--- config.mk ---
export PLATFORM = sky130hd
export DESIGN_NAME = sorted_priority_queue_unit
export DESIGN_NICKNAME = d
export VERILOG_FILES = /design/src/rtl/spq_pkg.sv /design/src/rtl/spq_controller.sv /design/src/rtl/spq_datapath.sv /design/src/rtl/sorted_priority_queue_unit.sv
export SDC_FILE = /design/constraint.sdc
export NUM_CORES = 1
export LEC_CHECK = 0
export BUFFER_PORTS_ARGS = -buffer_cell sky130_fd_sc_hd__clkbuf_2
export CELL_PAD_IN_SITES_DETAIL_PLACEMENT = 1
export CELL_PAD_IN_SITES_GLOBAL_PLACEMENT = 1
export CORE_UTILIZATION = 40
export DETAILED_ROUTE_END_ITERATION = 8
export PLACE_DENSITY = 0.69
export SLEW_MARGIN = 20
export SYNTH_ARGS = -nofsm -noshare
export SYNTH_HDL_FRONTEND = slang
export SYNTH_HIERARCHICAL = 1
export SYNTH_SLANG_ARGS = --single-unit
--- constraint.sdc ---
create_clock -name clk -period 6.5 [get_ports clk]
set_input_delay 1.3 -clock clk [delete_from_list [all_inputs] [get_ports clk]]
set_output_delay 1.3 -clock clk [all_outputs]
set_load 0.05 [all_outputs]
--- src/rtl/spq_pkg.sv ---
// ----------------------------------------------------------------------------
// spq_pkg
// Shared types for the sorted priority queue: controller states and the
// command and status bundles that join the controller to the datapath.
// ----------------------------------------------------------------------------
package spq_pkg;

	// Request codes on the op field
	localparam logic OP_INSERT = 1'b0;
	localparam logic OP_REMOVE = 1'b1;

	typedef enum logic [2:0] {
		S_IDLE,
		S_INS_SCAN,
		S_INS_PUT,
		S_REM_SHIFT,
		S_RESP
	} state_t;

	// Commands from the controller to the datapath
	typedef struct packed {
		logic accept;
		logic scan;
		logic put;
		logic shift;
		logic load_out;
	} cmd_t;

	// Status from the datapath to the controller
	typedef struct packed {
		logic op;
		logic full;
		logic empty;
		logic one;
		logic le;
		logic idx_one;
		logic idx_last;
		logic out_free;
	} status_t;

endpackage

--- src/rtl/spq_controller.sv ---
// ----------------------------------------------------------------------------
// spq_controller
// State machine that sequences one request at a time: the insert scan from
// the tail, the final placement, the removal shift and the result hand-off.
// ----------------------------------------------------------------------------
module spq_controller (
	input  logic             clk,
	input  logic             arst_n,
	input  logic             in_valid,
	output logic             in_ready,
	input  spq_pkg::status_t status,
	output spq_pkg::cmd_t    cmd
);
	import spq_pkg::*;

	state_t state_q;
	state_t state_next;

	// Hold the current state
	always_ff @(posedge clk or negedge arst_n) begin
		if (!arst_n) begin
			state_q <= S_IDLE;
		end else begin
			state_q <= state_next;
		end
	end

	// Choose the next state
	always_comb begin
		state_next = state_q;
		unique case (state_q)
			S_IDLE: begin
				if (in_valid) begin
					if (status.op == OP_INSERT) begin
						if (status.full) begin
							state_next = S_RESP;
						end else if (status.empty) begin
							state_next = S_INS_PUT;
						end else begin
							state_next = S_INS_SCAN;
						end
					end else begin
						if (status.empty || status.one) begin
							state_next = S_RESP;
						end else begin
							state_next = S_REM_SHIFT;
						end
					end
				end
			end
			S_INS_SCAN: begin
				if (!status.le) begin
					state_next = S_RESP;
				end else if (status.idx_one) begin
					state_next = S_INS_PUT;
				end
			end
			S_INS_PUT: begin
				state_next = S_RESP;
			end
			S_REM_SHIFT: begin
				if (status.idx_last) begin
					state_next = S_RESP;
				end
			end
			S_RESP: begin
				if (status.out_free) begin
					state_next = S_IDLE;
				end
			end
			default: begin
				state_next = S_IDLE;
			end
		endcase
	end

	// Drive commands for the current state
	always_comb begin
		cmd      = '0;
		in_ready = 1'b0;
		unique case (state_q)
			S_IDLE: begin
				in_ready   = 1'b1;
				cmd.accept = in_valid;
			end
			S_INS_SCAN: begin
				cmd.scan = 1'b1;
			end
			S_INS_PUT: begin
				cmd.put = 1'b1;
			end
			S_REM_SHIFT: begin
				cmd.shift = 1'b1;
			end
			S_RESP: begin
				cmd.load_out = status.out_free;
			end
			default: begin
				cmd = '0;
			end
		endcase
	end

endmodule

--- src/rtl/spq_datapath.sv ---
// ----------------------------------------------------------------------------
// spq_datapath
// Sorted value memory, count and top registers, scan pointer and the result
// register. Acts on controller commands and reports compare results back.
// ----------------------------------------------------------------------------
module spq_datapath #(
	parameter int CAPACITY = 16
) (
	input  logic               clk,
	input  logic               arst_n,
	input  spq_pkg::cmd_t      cmd,
	output spq_pkg::status_t   status,
	input  logic               in_valid,
	input  logic               op,
	input  logic signed [31:0] value,
	output logic               out_valid,
	input  logic               out_ready,
	output logic signed [31:0] removed_value,
	output logic               removed_valid,
	output logic               error,
	output logic signed [31:0] top_value,
	output logic [4:0]         count,
	output logic               empty_res
);
	import spq_pkg::*;

	localparam int AW = (CAPACITY > 1) ? $clog2(CAPACITY) : 1;
	localparam int CW = $clog2(CAPACITY + 1);
	localparam int CX = (CW > 5) ? CW : 5;

	logic signed [31:0] mem_q [CAPACITY];
	logic signed [31:0] rdata_q;
	logic signed [31:0] val_q;
	logic signed [31:0] top_q;
	logic signed [31:0] removed_q;
	logic               rvalid_q;
	logic               err_q;
	logic [CW-1:0]      count_q;
	logic [AW-1:0]      idx_q;

	logic               wen;
	logic [AW-1:0]      waddr;
	logic signed [31:0] wdata;
	logic [AW-1:0]      raddr;
	logic               full;
	logic               empty;
	logic               le;
	logic [CX-1:0]      count_x;

	logic               out_valid_q;
	logic signed [31:0] out_removed_q;
	logic               out_rvalid_q;
	logic               out_err_q;
	logic signed [31:0] out_top_q;
	logic [4:0]         out_count_q;
	logic               out_empty_q;

	assign full  = (count_q == CW'(CAPACITY));
	assign empty = (count_q == '0);
	assign le    = (rdata_q <= val_q);

	// Report status to the controller
	always_comb begin
		status          = '0;
		status.op       = op;
		status.full     = full;
		status.empty    = empty;
		status.one      = (count_q == CW'(1));
		status.le       = le;
		status.idx_one  = (idx_q == AW'(1));
		status.idx_last = (CW'(idx_q) == count_q);
		status.out_free = !out_valid_q || out_ready;
	end

	// Select the memory write port
	always_comb begin
		wen   = cmd.scan || cmd.put || cmd.shift;
		waddr = idx_q;
		wdata = val_q;
		if (cmd.scan) begin
			wdata = le ? rdata_q : val_q;
		end else if (cmd.shift) begin
			waddr = idx_q - AW'(1);
			wdata = rdata_q;
		end
	end

	// Select the memory read address, one entry ahead of the walk
	always_comb begin
		raddr = idx_q;
		if (cmd.accept) begin
			raddr = (op == OP_REMOVE) ? AW'(1) : AW'(count_q - CW'(1));
		end else if (cmd.scan) begin
			raddr = idx_q - AW'(2);
		end else if (cmd.shift) begin
			raddr = idx_q + AW'(1);
		end
	end

	// Sorted value memory with registered read
	always_ff @(posedge clk) begin
		if (wen) begin
			mem_q[waddr] <= wdata;
		end
		rdata_q <= mem_q[raddr];
	end

	// Latch the request and update bookkeeping
	always_ff @(posedge clk or negedge arst_n) begin
		if (!arst_n) begin
			count_q <= '0;
		end else if (cmd.accept) begin
			if (op == OP_INSERT) begin
				if (!full) begin
					count_q <= count_q + CW'(1);
				end
			end else if (!empty) begin
				count_q <= count_q - CW'(1);
			end
		end
	end

	// Hold request payload, top value and walk pointer
	always_ff @(posedge clk) begin
		if (cmd.accept) begin
			val_q     <= value;
			err_q     <= 1'b0;
			rvalid_q  <= 1'b0;
			removed_q <= '0;
			if (op == OP_INSERT) begin
				if (full) begin
					err_q <= 1'b1;
				end else begin
					idx_q <= AW'(count_q);
					if (empty || value > top_q) begin
						top_q <= value;
					end
				end
			end else if (empty) begin
				err_q <= 1'b1;
			end else begin
				removed_q <= top_q;
				rvalid_q  <= 1'b1;
				idx_q     <= AW'(1);
			end
		end else if (cmd.scan) begin
			if (le) begin
				idx_q <= idx_q - AW'(1);
			end
		end else if (cmd.shift) begin
			idx_q <= idx_q + AW'(1);
			if (idx_q == AW'(1)) begin
				top_q <= rdata_q;
			end
		end
	end

	assign count_x = CX'(count_q);

	// Result register: load on completion, drop when taken
	always_ff @(posedge clk or negedge arst_n) begin
		if (!arst_n) begin
			out_valid_q <= 1'b0;
		end else if (cmd.load_out) begin
			out_valid_q <= 1'b1;
		end else if (out_ready) begin
			out_valid_q <= 1'b0;
		end
	end

	always_ff @(posedge clk) begin
		if (cmd.load_out) begin
			out_removed_q <= removed_q;
			out_rvalid_q  <= rvalid_q;
			out_err_q     <= err_q;
			out_top_q     <= empty ? '0 : top_q;
			out_count_q   <= count_x[4:0];
			out_empty_q   <= empty;
		end
	end

	assign out_valid     = out_valid_q;
	assign removed_value = out_removed_q;
	assign removed_valid = out_rvalid_q;
	assign error         = out_err_q;
	assign top_value     = out_top_q;
	assign count         = out_count_q;
	assign empty_res     = out_empty_q;

	// Count never runs past the capacity
	a_count_bound: assert property (@(posedge clk) disable iff (!arst_n)
		count_q <= CW'(CAPACITY))
		else $error("stored count exceeds capacity");

	// A result never reports both a removal and an error
	a_flag_excl: assert property (@(posedge clk) disable iff (!arst_n)
		out_valid_q |-> !(out_rvalid_q && out_err_q))
		else $error("removed_valid and error both set");

	// An empty queue reports a zero top value
	a_empty_top: assert property (@(posedge clk) disable iff (!arst_n)
		(out_valid_q && out_empty_q) |-> (out_top_q == '0))
		else $error("empty result with nonzero top");

	// A removal from a nonempty queue drops the count by one
	a_remove_count: assert property (@(posedge clk) disable iff (!arst_n)
		(cmd.accept && in_valid && op == OP_REMOVE && !empty)
			|=> (count_q == $past(count_q) - CW'(1)))
		else $error("removal did not decrement count");

endmodule

--- src/rtl/sorted_priority_queue_unit.sv ---
// ----------------------------------------------------------------------------
// sorted_priority_queue_unit
// Max priority queue kept as a descending sorted list in a memory.
// ----------------------------------------------------------------------------
// Usage:
//   Request channel (in_valid/in_ready): op selects insert (0) or remove
//   largest (1); value is the value to insert. One request is worked on at
//   a time; in_ready is high only while the unit is idle.
//   Result channel (out_valid/out_ready): one result per request with the
//   removed value, its valid flag, an error flag (insert when full, remove
//   when empty), the top value, the count and an empty flag.
//   Steps: an error goes straight to the result step; an insert into an
//   empty queue places the value directly; other inserts walk from the
//   tail, moving each stored value at or below the new one back a place, and
//   a removal shifts the rest up. The walk moves one memory entry per cycle over the single write port.
//   Results go to an output register, so the next request is taken while a
//   result still waits; a stalled receiver holds the unit in its final step.
//   Reset empties the queue at once; memory contents need no clearing.
// ----------------------------------------------------------------------------
module sorted_priority_queue_unit #(
	parameter int CAPACITY = 16
) (
	input  logic               clk,
	input  logic               arst_n,
	input  logic               in_valid,
	output logic               in_ready,
	input  logic               op,
	input  logic signed [31:0] value,
	output logic               out_valid,
	input  logic               out_ready,
	output logic signed [31:0] removed_value,
	output logic               removed_valid,
	output logic               error,
	output logic signed [31:0] top_value,
	output logic [4:0]         count,
	output logic               empty_res
);
	import spq_pkg::*;

	cmd_t    cmd;
	status_t status;

	spq_controller u_ctrl (
		.clk      (clk),
		.arst_n   (arst_n),
		.in_valid (in_valid),
		.in_ready (in_ready),
		.status   (status),
		.cmd      (cmd)
	);

	spq_datapath #(
		.CAPACITY (CAPACITY)
	) u_dp (
		.clk           (clk),
		.arst_n        (arst_n),
		.cmd           (cmd),
		.status        (status),
		.in_valid      (in_valid),
		.op            (op),
		.value         (value),
		.out_valid     (out_valid),
		.out_ready     (out_ready),
		.removed_value (removed_value),
		.removed_valid (removed_valid),
		.error         (error),
		.top_value     (top_value),
		.count         (count),
		.empty_res     (empty_res)
	);

endmodule
==> flow_summary.yaml, run 1 <==
routing:
  drc_errors: 0
  antenna_left: 0
  routed_via_density: 5.47
  dr.pass1.iters: 5
  wirelength_um: 67500
  detail_route.wl_per_cell_um: 25.0
  first_iter_violations: 1139
  via_count: 14800
critical_path:
  path_common_cell: "nand2_1"
  worstRegToRegCells: 8
  end_kind: "register"
  crit_family: "simple AND/OR/NAND/NOR gates"
  cp_slowest_stage_delay_ns: 0.76
  path_max_fanout: 67
  crit_arrival_ns: 4.47
  path_class: "register to register"
  worstPathRequired_ns: 6.94
  crit_chain: "nor3_2, and2_4, nand2_1, o22ai_4, buf_12, mux4_2, a22oi_1, nand2_1"
  r2r-end: "u_dp/rdata_q[27]$_DFF_P_"
  path_buf_inv: 1
  reg2reg_from: "u_ctrl/state_q[1]$_DFFE_PN0P_"
  rrSetupSlack_ns: 2.47
  critPathLaunchType: "register"
  cp_slowest_cell: "and2_4"
yosys:
  synth_area_leaders: "edfxtp_1, mux4_2, ha_1"
  syn_nets: 1663
  synth.distinct_cells: 56
  synth-seq-cells: 727
  synth_ff_type: "edfxtp_1"
  synth-seq-area-share_pct: 74.1
  synth_top_area_share_pct: 71.2
  synth_edf_count: 686
  syn_area_um2: 28900
  yosys_warnings: 6
  yosysTopAreaCell: "edfxtp_1"
  synthCells: 1552
  async_flop_share_pct: 1.24
  syn_avg_cell_area_um2: 18.7
placed_design:
  io_buffer_count: 110
  placed_area_um2: 30800
  gp_congestion: 0.800
  dp_slack_ns: 1.96
  dpl.hpwl_um: 40000
  place_inst: 2572
sta:
  fin_worst_skew_ns: 0.0270
  finalCritPeriodShare_pct: 62.1
  relSlewSlack_pct: 26.1
  fmax_mhz: 248
  setup_viol: 0
  rsz0062_at_grt: "no"
  final-max-slew-violation-count: 0
  final-hold-violation-count: 0
  final.min_clock_period_ns: 4.03
  setup_tns_ns: 0
  worst_pin_slew_ns: 1.10
  setup_slack_ns: 2.47
grt:
  grt_util_all_layers_pct: 18.5
  antenna_found_initial: 2
  grt_pass1_wl_um: 101000
  grt_overflow: 0
  grt_pass1_vias: 15900
  grt_max_degree: 74
flow_run:
  cap_violations: 0
cts:
  clk_path_buf_depth: 3
  cts_setup_buffers: 0
  ctsResizeCount: 0
  clockRootBuffer: "clkbuf_16"
  path_clk_slew_ns: 0.06
  cts_buffers: 72
  cts_max_level: 3
  cts_tree: "yes"
  insertion_delay_ns: 0.61
  cts_sinks: 727
  cts_hold_buf: 0
floorplan:
  core_area_um2: 71600
  die_y_um: 271
  io_pins: 111
  start_util_pct: 40.4
  row_count: 98
  die_w_um: 271
  die_area_um2: 73500
status:
  outcome: "finished, final reports clean"
power_and_ir_drop:
  powerDensity_nw_per_um2: 538
  p_leak_uw: 0.0113
  total_power_uw: 17900
  peakVddDrop_mv: 0.544
finish:
  fillers: 6739
  multiInputGateArea_um2: 7060
  final_nets: 1807
  drive_gt1_share_pct: 25.6
  seq_area_um2: 21500
  area_delta_synth_final_pct: 14.8
  stdcell_area_um2: 33200
  layout.cells.non_filler: 2703
hold_path:
  hold_start: "u_dp/removed_q[28]$_SDFFCE_PN0P_"
  hold_end: "u_dp/removed_value[28]$_DFFE_PP_"
  hold_depth: 0
  hp-class: "register to register"
-- routing by layer --
metal | up-vias | GRT usage (%) | part of all wire, %
li1 | 6473 | - | -
met1 | 7751 | 24.9 | 42
met2 | 453 | 31.3 | 50
met3 | 104 | 2.43 | 5.1
met4 | 0 | 5.96 | 2.4
met5 | - | 0 | 0
-- power by group --
| group | total (uW) | switching, uW | internal (uW) |
|---|---|---|---|
| clock | 4270 | 1730 | 2540 |
| sequential | 7140 | 408 | 6730 |
| combinational | 6490 | 4010 | 2480 |
-- worst max path at each step --
stage                     cells past startpoint                       end                          start  slack, ns
final                                         8  u_dp/rdata_q[27]$_DFF_P_  u_ctrl/state_q[1]$_DFFE_PN0P_       2.47
after global routing                          8  u_dp/rdata_q[27]$_DFF_P_  u_ctrl/state_q[1]$_DFFE_PN0P_       2.15
after CTS                                     8  u_dp/rdata_q[27]$_DFF_P_  u_ctrl/state_q[1]$_DFFE_PN0P_       2.41
after detailed placement                      8  u_dp/rdata_q[25]$_DFF_P_                       in_valid       1.96
after global placement                        8  u_dp/rdata_q[27]$_DFF_P_                       in_valid       1.99
after floorplan                              10  u_dp/rdata_q[21]$_DFF_P_  u_ctrl/state_q[1]$_DFFE_PN0P_       1.68
-- through the flow --
| stage | hold slack, ns | util (%) |
|---|---|---|
| final | 0.419 | 46.4 |
| after global routing | 0.425 | 46.4 |
| after CTS | 0.415 | 46.4 |
| after detailed placement | 0.406 | 43.0 |
| after global placement | 0.405 | 43.0 |
| after floorplan | 0.400 | - |
-- synthesized netlist by cell type, drive strengths merged (2+ instances only) --
| cell | instances |
|---|---|
| a211oi | 4 |
| nor2b | 8 |
| a22oi | 64 |
| nand2 | 64 |
| a21oi | 34 |
| a32oi | 5 |
| dfrtp | 9 |
| nor4 | 5 |
| o21ai | 23 |
| nor3 | 38 |
| o21a | 4 |
| ha | 74 |
| mux4 | 128 |
| inv | 76 |
| a31oi | 3 |
| nand2b | 7 |
| o211ai | 3 |
| nand4 | 13 |
| o22ai | 6 |
| mux2 | 63 |
| mux2i | 3 |
| edfxtp | 686 |
| nand3 | 8 |
| xnor2 | 13 |
| and2 | 3 |
| clkbuf | 39 |
| buf | 31 |
| and3 | 2 |
| nor2 | 72 |
| nor3b | 3 |
| a21o | 6 |
| dfxtp | 32 |
| xor2 | 6 |
-- placed cells by master (no fill, tap or decap), types with 4 or more instances in the layout --
cell	netlist	layout
inv_1	76	76
mux4_2	128	128
bufinv_16	0	11
xor2_1	6	6
buf_12	0	4
nor4_1	5	5
clkbuf_1	39	17
a21o_1	6	6
nor3_1	37	37
a211oi_1	4	4
dfrtp_1	9	9
nor2b_1	6	6
o21ai_0	20	20
dfxtp_1	32	32
nor2_1	72	51
a32oi_1	5	5
clkinv_2	0	5
mux2_2	46	46
clkbuf_2	0	110
buf_4	17	26
clkbuf_16	0	72
xnor2_1	13	13
a22oi_1	64	64
nor2_4	0	19
clkbuf_8	0	5
o22ai_1	6	4
a21oi_1	34	33
clkinvlp_4	0	6
nand3_1	8	8
nand2b_1	7	7
edfxtp_1	686	686
nand4_1	13	13
clkinv_1	1	11
nand2_1	64	64
o21a_1	4	4
mux2_1	17	17
ha_1	74	74
-- flip-flops by register name, summed over array words and instances (netlist names) --
name and flops:
u_dp/mem_q 512, u_dp/rdata_q 32, u_dp/removed_q 32, u_dp/removed_value 32
u_dp/top_q 32, u_dp/top_value 32, u_dp/val_q 32, u_dp/count 5
u_dp/count_q 5, u_dp/idx_q 4, u_ctrl/state_q 3, u_dp/empty_res 1
u_dp/err_q 1, u_dp/error 1, u_dp/out_valid 1, u_dp/removed_valid 1
u_dp/rvalid_q 1
-- cell type report --
type	instances	area share (%)
tap	950	3.58
multi-input combinational	678	21.2
sequential	727	64.6
clock buffer	94	5.82
antenna	1	0.00753
clock inverter	36	1.45
inverter	77	0.869
timing repair buffer	140	2.48
-- logic make-up (layout without fill, tap and decap cells) --
logic type,Yosys count,after routing,synth area share (%)
flip-flops,727,727,74.1
AND/OR/NAND/NOR,227,227,3.60
multiplexers,194,194,12.5
AO/OA/AOI/OAI,164,164,3.80
buffers and inverters,147,347,2.16
adder cells (fa/ha/maj),74,74,3.20
XOR/XNOR,19,19,0.575
other,0,1,0
(Power assumes the default switching activity.)
==> run 2: changes to the inputs <==
Settings changed: ABC_AREA set to 1, PLACE_DENSITY 0.69 to 0.75.
Clock period 6.5 ns to 3.3 ns, I/O delays scaled along.
==> run 2 against run 1 <==
Effect of this change:
- count of clock-buffer cells in the layout increased by 10
- cell count increased by 47%
- core utilization is 1.3 points higher
- area after synthesis grew 9.0%
- via count is 46% higher
- global-route usage rose by 3.6 points
- register-to-register slack got worse by 2.4 ns
- sequential share of layout area decreased by 6.7 points
- power increased by 140%
- combinational power grew to 3.0 times the previous value
- non-clock buffer count grew 99
- clock power grew 97%
- critical path type unchanged
==> flow_summary.yaml, run 2 <==
grt:
  antenna_found_initial: 0
  grt_util_all_layers_pct: 22.2
  grt_overflow: 0
  grt_pass1_vias: 22600
  grt_pass1_wl_um: 134000
  grt_max_degree: 66
cts:
  clk_path_buf_depth: 3
  cts_sinks: 727
  cts_buffers: 74
  cts_tree: "yes"
  cts_max_level: 3
  clockRootBuffer: "clkbuf_16"
  cts_setup_buffers: 0
  insertion_delay_ns: 0.64
  path_clk_slew_ns: 0.06
routing:
  via_count: 21600
  m1WireLength_um: 36300
  dr.pass1.iters: 5
  wirelength_um: 88400
  antenna_left: 0
  first_iter_violations: 1818
  wl_met2_um: 45100
  drc_errors: 0
  detail_route.wl_per_cell_um: 22.2
  wl_met3_um: 4570
  topRoutingLayerUsed: "met4"
  routed_via_density: 5.42
finish:
  final_cell_mix: "edfxtp_1, nand2_1, inv_1"
  n_antenna_cell: 0
  multiInputGateArea_um2: 7950
  area_delta_synth_final_pct: 17.5
  drive_gt1_share_pct: 13.9
  fillers: 8151
  final_common_cell: "edfxtp_1"
  final_nets: 2993
  seq_area_um2: 21500
  fin_util_pct: 47.7
  largest_register_ffs: 512
  stdcell_area_um2: 37100
  top_register: "u_dp/mem_q"
yosys:
  synth_edf_count: 686
  synth_area_leaders: "edfxtp_1, nand2_1, o211ai_1"
  syn_area_um2: 31600
  yosysTopAreaCell: "edfxtp_1"
  async_flop_share_pct: 1.24
  synth_top_area_share_pct: 65.3
  synth_common_cells: "edfxtp_1, nand2_1, inv_1"
  syn_nets: 2824
  synth-seq-cells: 727
  syn_avg_cell_area_um2: 11.6
  synth_ff_type: "edfxtp_1"
  synth.distinct_cells: 44
  yosys_warnings: 6
  synth-seq-area-share_pct: 68.0
  synth.most_common_cell: "edfxtp_1"
  synthCells: 2713
sta:
  fin_worst_skew_ns: 0.0222
  final-max-slew-violation-count: 0
  worst_pin_slew_ns: 0.713
  final-hold-violation-count: 0
  setup_tns_ns: 0
  whs_ns: 0.268
  fmax_mhz: 308
  setup_viol: 0
  finalCritPeriodShare_pct: 98.5
  setup_slack_ns: 0.0481
  relSlewSlack_pct: 52.5
  final.min_clock_period_ns: 3.25
placed_design:
  placed_area_um2: 34600
  gp_congestion: 0.863
  dp_slack_ns: -0.394
  dpl.hpwl_um: 57100
  io_buffer_count: 110
floorplan:
  die_w_um: 283
  core_area_um2: 77700
  die_y_um: 283
  io_pins: 111
  start_util_pct: 40.6
  die_area_um2: 80000
  row_count: 102
critical_path:
  worstRegToRegCells: 12
  r2r-end: "u_dp/mem_q[10][26]$_DFFE_PP_"
  path_max_fanout: 32
  end_kind: "register"
  critPathLaunchType: "register"
  reg2reg_from: "u_dp/val_q[31]$_DFFE_PP_"
  rrSetupSlack_ns: 0.05
  worstPathRequired_ns: 3.52
  crit_arrival_ns: 3.47
  path_class: "register to register"
power_and_ir_drop:
  powerDensity_nw_per_um2: 1150
  peakVddDrop_mv: 0.614
  p_leak_uw: 0.0145
hold_path:
  hold_depth: 1
  hold_start: "value[31]"
  hold_end: "u_dp/val_q[31]$_DFFE_PP_"
  hp-class: "primary input to register"
status:
  outcome: "finished, final reports clean"
flow_run:
  cap_violations: 0
==> run 2: worst max path at each step <==
stage                                         to  slack (ns)                startpoint  cells past startpoint
detailed placement      u_dp/top_q[24]$_DFFE_PP_       -0.39                 value[31]                     13
global route         u_dp/mem_q[5][15]$_DFFE_PP_      -0.003  u_dp/val_q[31]$_DFFE_PP_                     14
floorplan                u_dp/top_q[0]$_DFFE_PP_       -1.27                  in_valid                      7
global placement        u_dp/top_q[25]$_DFFE_PP_       -0.38                 value[31]                     13
CTS                  u_dp/mem_q[14][0]$_DFFE_PP_       0.001  u_dp/val_q[31]$_DFFE_PP_                     12
finish              u_dp/mem_q[10][26]$_DFFE_PP_        0.05  u_dp/val_q[31]$_DFFE_PP_                     12
==> run 2: what timing repair did <==
action                                 4_1_cts  5_1_grt
resized for setup                            5       15
hold buffers                                 1        0
endpoints found under the hold margin        9        0
setup endpoints to repair                   67      230
==> run 2: cell type report <==
cell class | count | share of cell area, %
sequential | 727 | 57.9
multi-input combinational | 1397 | 21.4
clock inverter | 34 | 0.881
inverter | 443 | 4.53
timing repair buffer | 239 | 6.10
clock buffer | 104 | 5.63
tap | 1040 | 3.51
==> run 2: metal layers <==
| metal | track usage, % | vias up |
|---|---|---|
| met5 | 0 | - |
| met4 | 7.66 | 0 |
| met3 | 2.87 | 169 |
| met2 | 39.5 | 620 |
| met1 | 27.5 | 11000 |
| li1 | - | 9831 |
==> run 2: worst max-delay path: stages (launching register included) <==
cell,delay (ns)
edfxtp_1,0.42
inv_1,0.09
ha_1,0.38
nand2_1,0.10
nor2_1,0.24
nand4_1,0.23
nor2_1,0.26
nand2_1,0.10
nand3_1,0.16
buf_12,0.24
nand4_1,0.12
nand3_1,0.11
nand2_1,0.36
==> run 2: logic make-up after synthesis <==
logic type	share of synthesized area, %
flip-flops	68.0
adder cells (fa/ha/maj)	2.93
AO/OA/AOI/OAI	8.75
XOR/XNOR	0.222
buffers and inverters	7.71
AND/OR/NAND/NOR	12.4
==> run 2: per-stage QoR <==
step,power (uW),instances
floorplan,26400,2713
global placement,32800,3845
detailed placement,33800,3845
CTS,42500,3984
global route,44600,3984
finish,42500,3984
==> run 2: power by group <==
group / internal, uW / leakage (uW) / switching, uW
sequential: 13700 / 0.00663 / 893
combinational: 5980 / 0.00670 / 13600
clock: 4840 / 0.00119 / 3570
==> run 3: changes to the inputs <==
Settings changed: CORE_ASPECT_RATIO set to 0.7, CTS_CLUSTER_DIAMETER set to 100, PLACE_DENSITY 0.75 to 0.72.
Clock period 3.3 ns to 3.5 ns, I/O delays scaled along.
==> run 3 against run 2 <==
Effect of this change:
- routed wire length is 1.9% lower
- highest routed layer unchanged
- die area hardly changed
- first-iteration DRC count is 4.4% lower
- global-route usage is 0.47 points lower
- maximum frequency is 1.6% lower
- sequential share of layout area is 1.5 points higher
- non-clock buffer count is 52 lower
- clock power is 11% lower
- cell count is 1.5% lower
- core utilization is 1.1 points lower
- combinational power is 13% lower
- cell area is 2.6% lower
==> flow_summary.yaml, run 3 (synthesis results as in run 2) <==
grt:
  grt_use_met1_pct: 30.8
  grt_pass1_vias: 21600
  grt_use_met2_pct: 34.8
  grtUsageMet3_pct: 3.45
  grt_pass1_wl_um: 131000
  antenna_found_initial: 0
  grt_max_degree: 70
  grt_overflow: 0
  busiest_layer: "met2"
  grt_util_all_layers_pct: 21.7
finish:
  drive_gt1_share_pct: 11.5
  n_antenna_cell: 0
  final_nets: 2936
  fin_util_pct: 46.6
  top_register: "u_dp/mem_q"
  largest_register_ffs: 512
  stdcell_area_um2: 36100
  area_delta_synth_final_pct: 14.4
  fillers: 8212
  seq_area_um2: 21500
  final_common_cell: "edfxtp_1"
  multiInputGateArea_um2: 7900
  final_cell_mix: "edfxtp_1, nand2_1, inv_1"
cts:
  ctsResizeCount: 0
  cts_buffers: 69
  path_clk_slew_ns: 0.08
  clk_path_buf_depth: 3
  cts_max_level: 3
  insertion_delay_ns: 0.63
  cts_sinks: 727
  clockRootBuffer: "clkbuf_16"
  cts_tree: "yes"
routing:
  via_count: 21100
  drc_errors: 0
  wirelength_um: 86700
  routed_via_density: 5.37
  antenna_left: 0
  detail_route.wl_per_cell_um: 22.1
  dr.pass1.iters: 5
  first_iter_violations: 1738
critical_path:
  startpoint: "u_dp/rdata_q[17]$_DFF_P_"
  path_class: "register to register"
  path_max_fanout: 22
  reg2reg_from: "u_dp/rdata_q[17]$_DFF_P_"
  rrSetupSlack_ns: 0.19
  worstRegToRegCells: 14
  crit_arrival_ns: 3.48
  worstPathRequired_ns: 3.67
  r2r-end: "u_dp/mem_q[6][6]$_DFFE_PP_"
  end_kind: "register"
  critPathLaunchType: "register"
power_and_ir_drop:
  peakVddDrop_mv: 0.960
  p_leak_uw: 0.0141
  powerDensity_nw_per_um2: 1060
floorplan:
  start_util_pct: 40.8
  die_w_um: 338
  die_y_um: 237
  core_area_um2: 77400
  io_pins: 111
  row_count: 85
  die_area_um2: 80000
placed_design:
  gp_congestion: 0.831
  dpl.hpwl_um: 53700
  placed_area_um2: 33900
  io_buffer_count: 110
sta:
  setup_viol: 0
  fmax_mhz: 303
  finalCritPeriodShare_pct: 94.4
  final-hold-violation-count: 0
  whs_ns: 0.289
  final.min_clock_period_ns: 3.31
  fin_worst_skew_ns: 0.0276
  worst_pin_slew_ns: 0.894
  rsz0062_at_grt: "no"
  final-max-slew-violation-count: 0
  relSlewSlack_pct: 39.9
hold_path:
  hold_end: "u_dp/val_q[18]$_DFFE_PP_"
  hp-class: "primary input to register"
  hold_depth: 1
  hold_start: "value[18]"
flow_run:
  cap_violations: 0
status:
  outcome: "finished, final reports clean"
run 3: area by class of cell:
| cell class | count | share of cell area [%] |
|---|---|---|
| well taps | 1044 | 3.62 |
| inverters | 443 | 4.65 |
| flip-flops and latches | 727 | 59.4 |
| clock inverters | 27 | 0.565 |
| repair buffers | 187 | 4.28 |
| multi-input cells | 1397 | 21.9 |
| clock buffers | 99 | 5.58 |
run 3: metal layers:
metal  part of all wire, %  vias up
met5                     0        -
met4                   2.1        0
met3                   5.3      129
met2                    46      555
met1                    46    10700
li1                      -     9694
run 3: worst max-delay path: stages, from the launching register on:
cell and delay (ns):
dfxtp_1 0.56, ha_1 0.33, nand2_1 0.08, nand2_1 0.05
nand2_1 0.05, nand2_1 0.07, nand2_1 0.15, a21oi_1 0.09
nor2_1 0.14, nand3_1 0.17, nand3_2 0.22, buf_4 0.32
nand2_1 0.10, nand3_1 0.08, nand2_1 0.41
run 3: timing repair:
item                                   4_1_cts  5_1_grt
hold buffers                                 1        0
endpoints found under the hold margin        9        0
buffers inserted                             0        0
run 3: metrics by stage:
stage	setup WS [ns]	power (uW)	setup TNS, ns	instances
floorplan	-1.11	24900	-185.59	2713
global placement	0.373	30000	0	3797
detailed placement	0.282	30800	0	3797
CTS	0.215	38400	0	3924
global route	0.0397	40400	0	3924
finish	0.195	38300	0	3924
run 3: worst max-delay path by stage:
| stage | depth (start not counted) | endpoint |
|---|---|---|
| CTS | 14 | u_dp/mem_q[1][6]$_DFFE_PP_ |
| detailed placement | 14 | u_dp/mem_q[4][6]$_DFFE_PP_ |
| finish | 14 | u_dp/mem_q[6][6]$_DFFE_PP_ |
| floorplan | 7 | u_dp/top_q[0]$_DFFE_PP_ |
| global route | 14 | u_dp/mem_q[2][6]$_DFFE_PP_ |
| global placement | 14 | u_dp/mem_q[3][16]$_DFFE_PP_ |
run 3: report_power, final:
| part | switching (uW) | internal, uW |
|---|---|---|
| sequential | 841 | 12900 |
| combinational | 12200 | 4850 |
| clock | 3270 | 4170 |
| total | 16300 | 21900 |
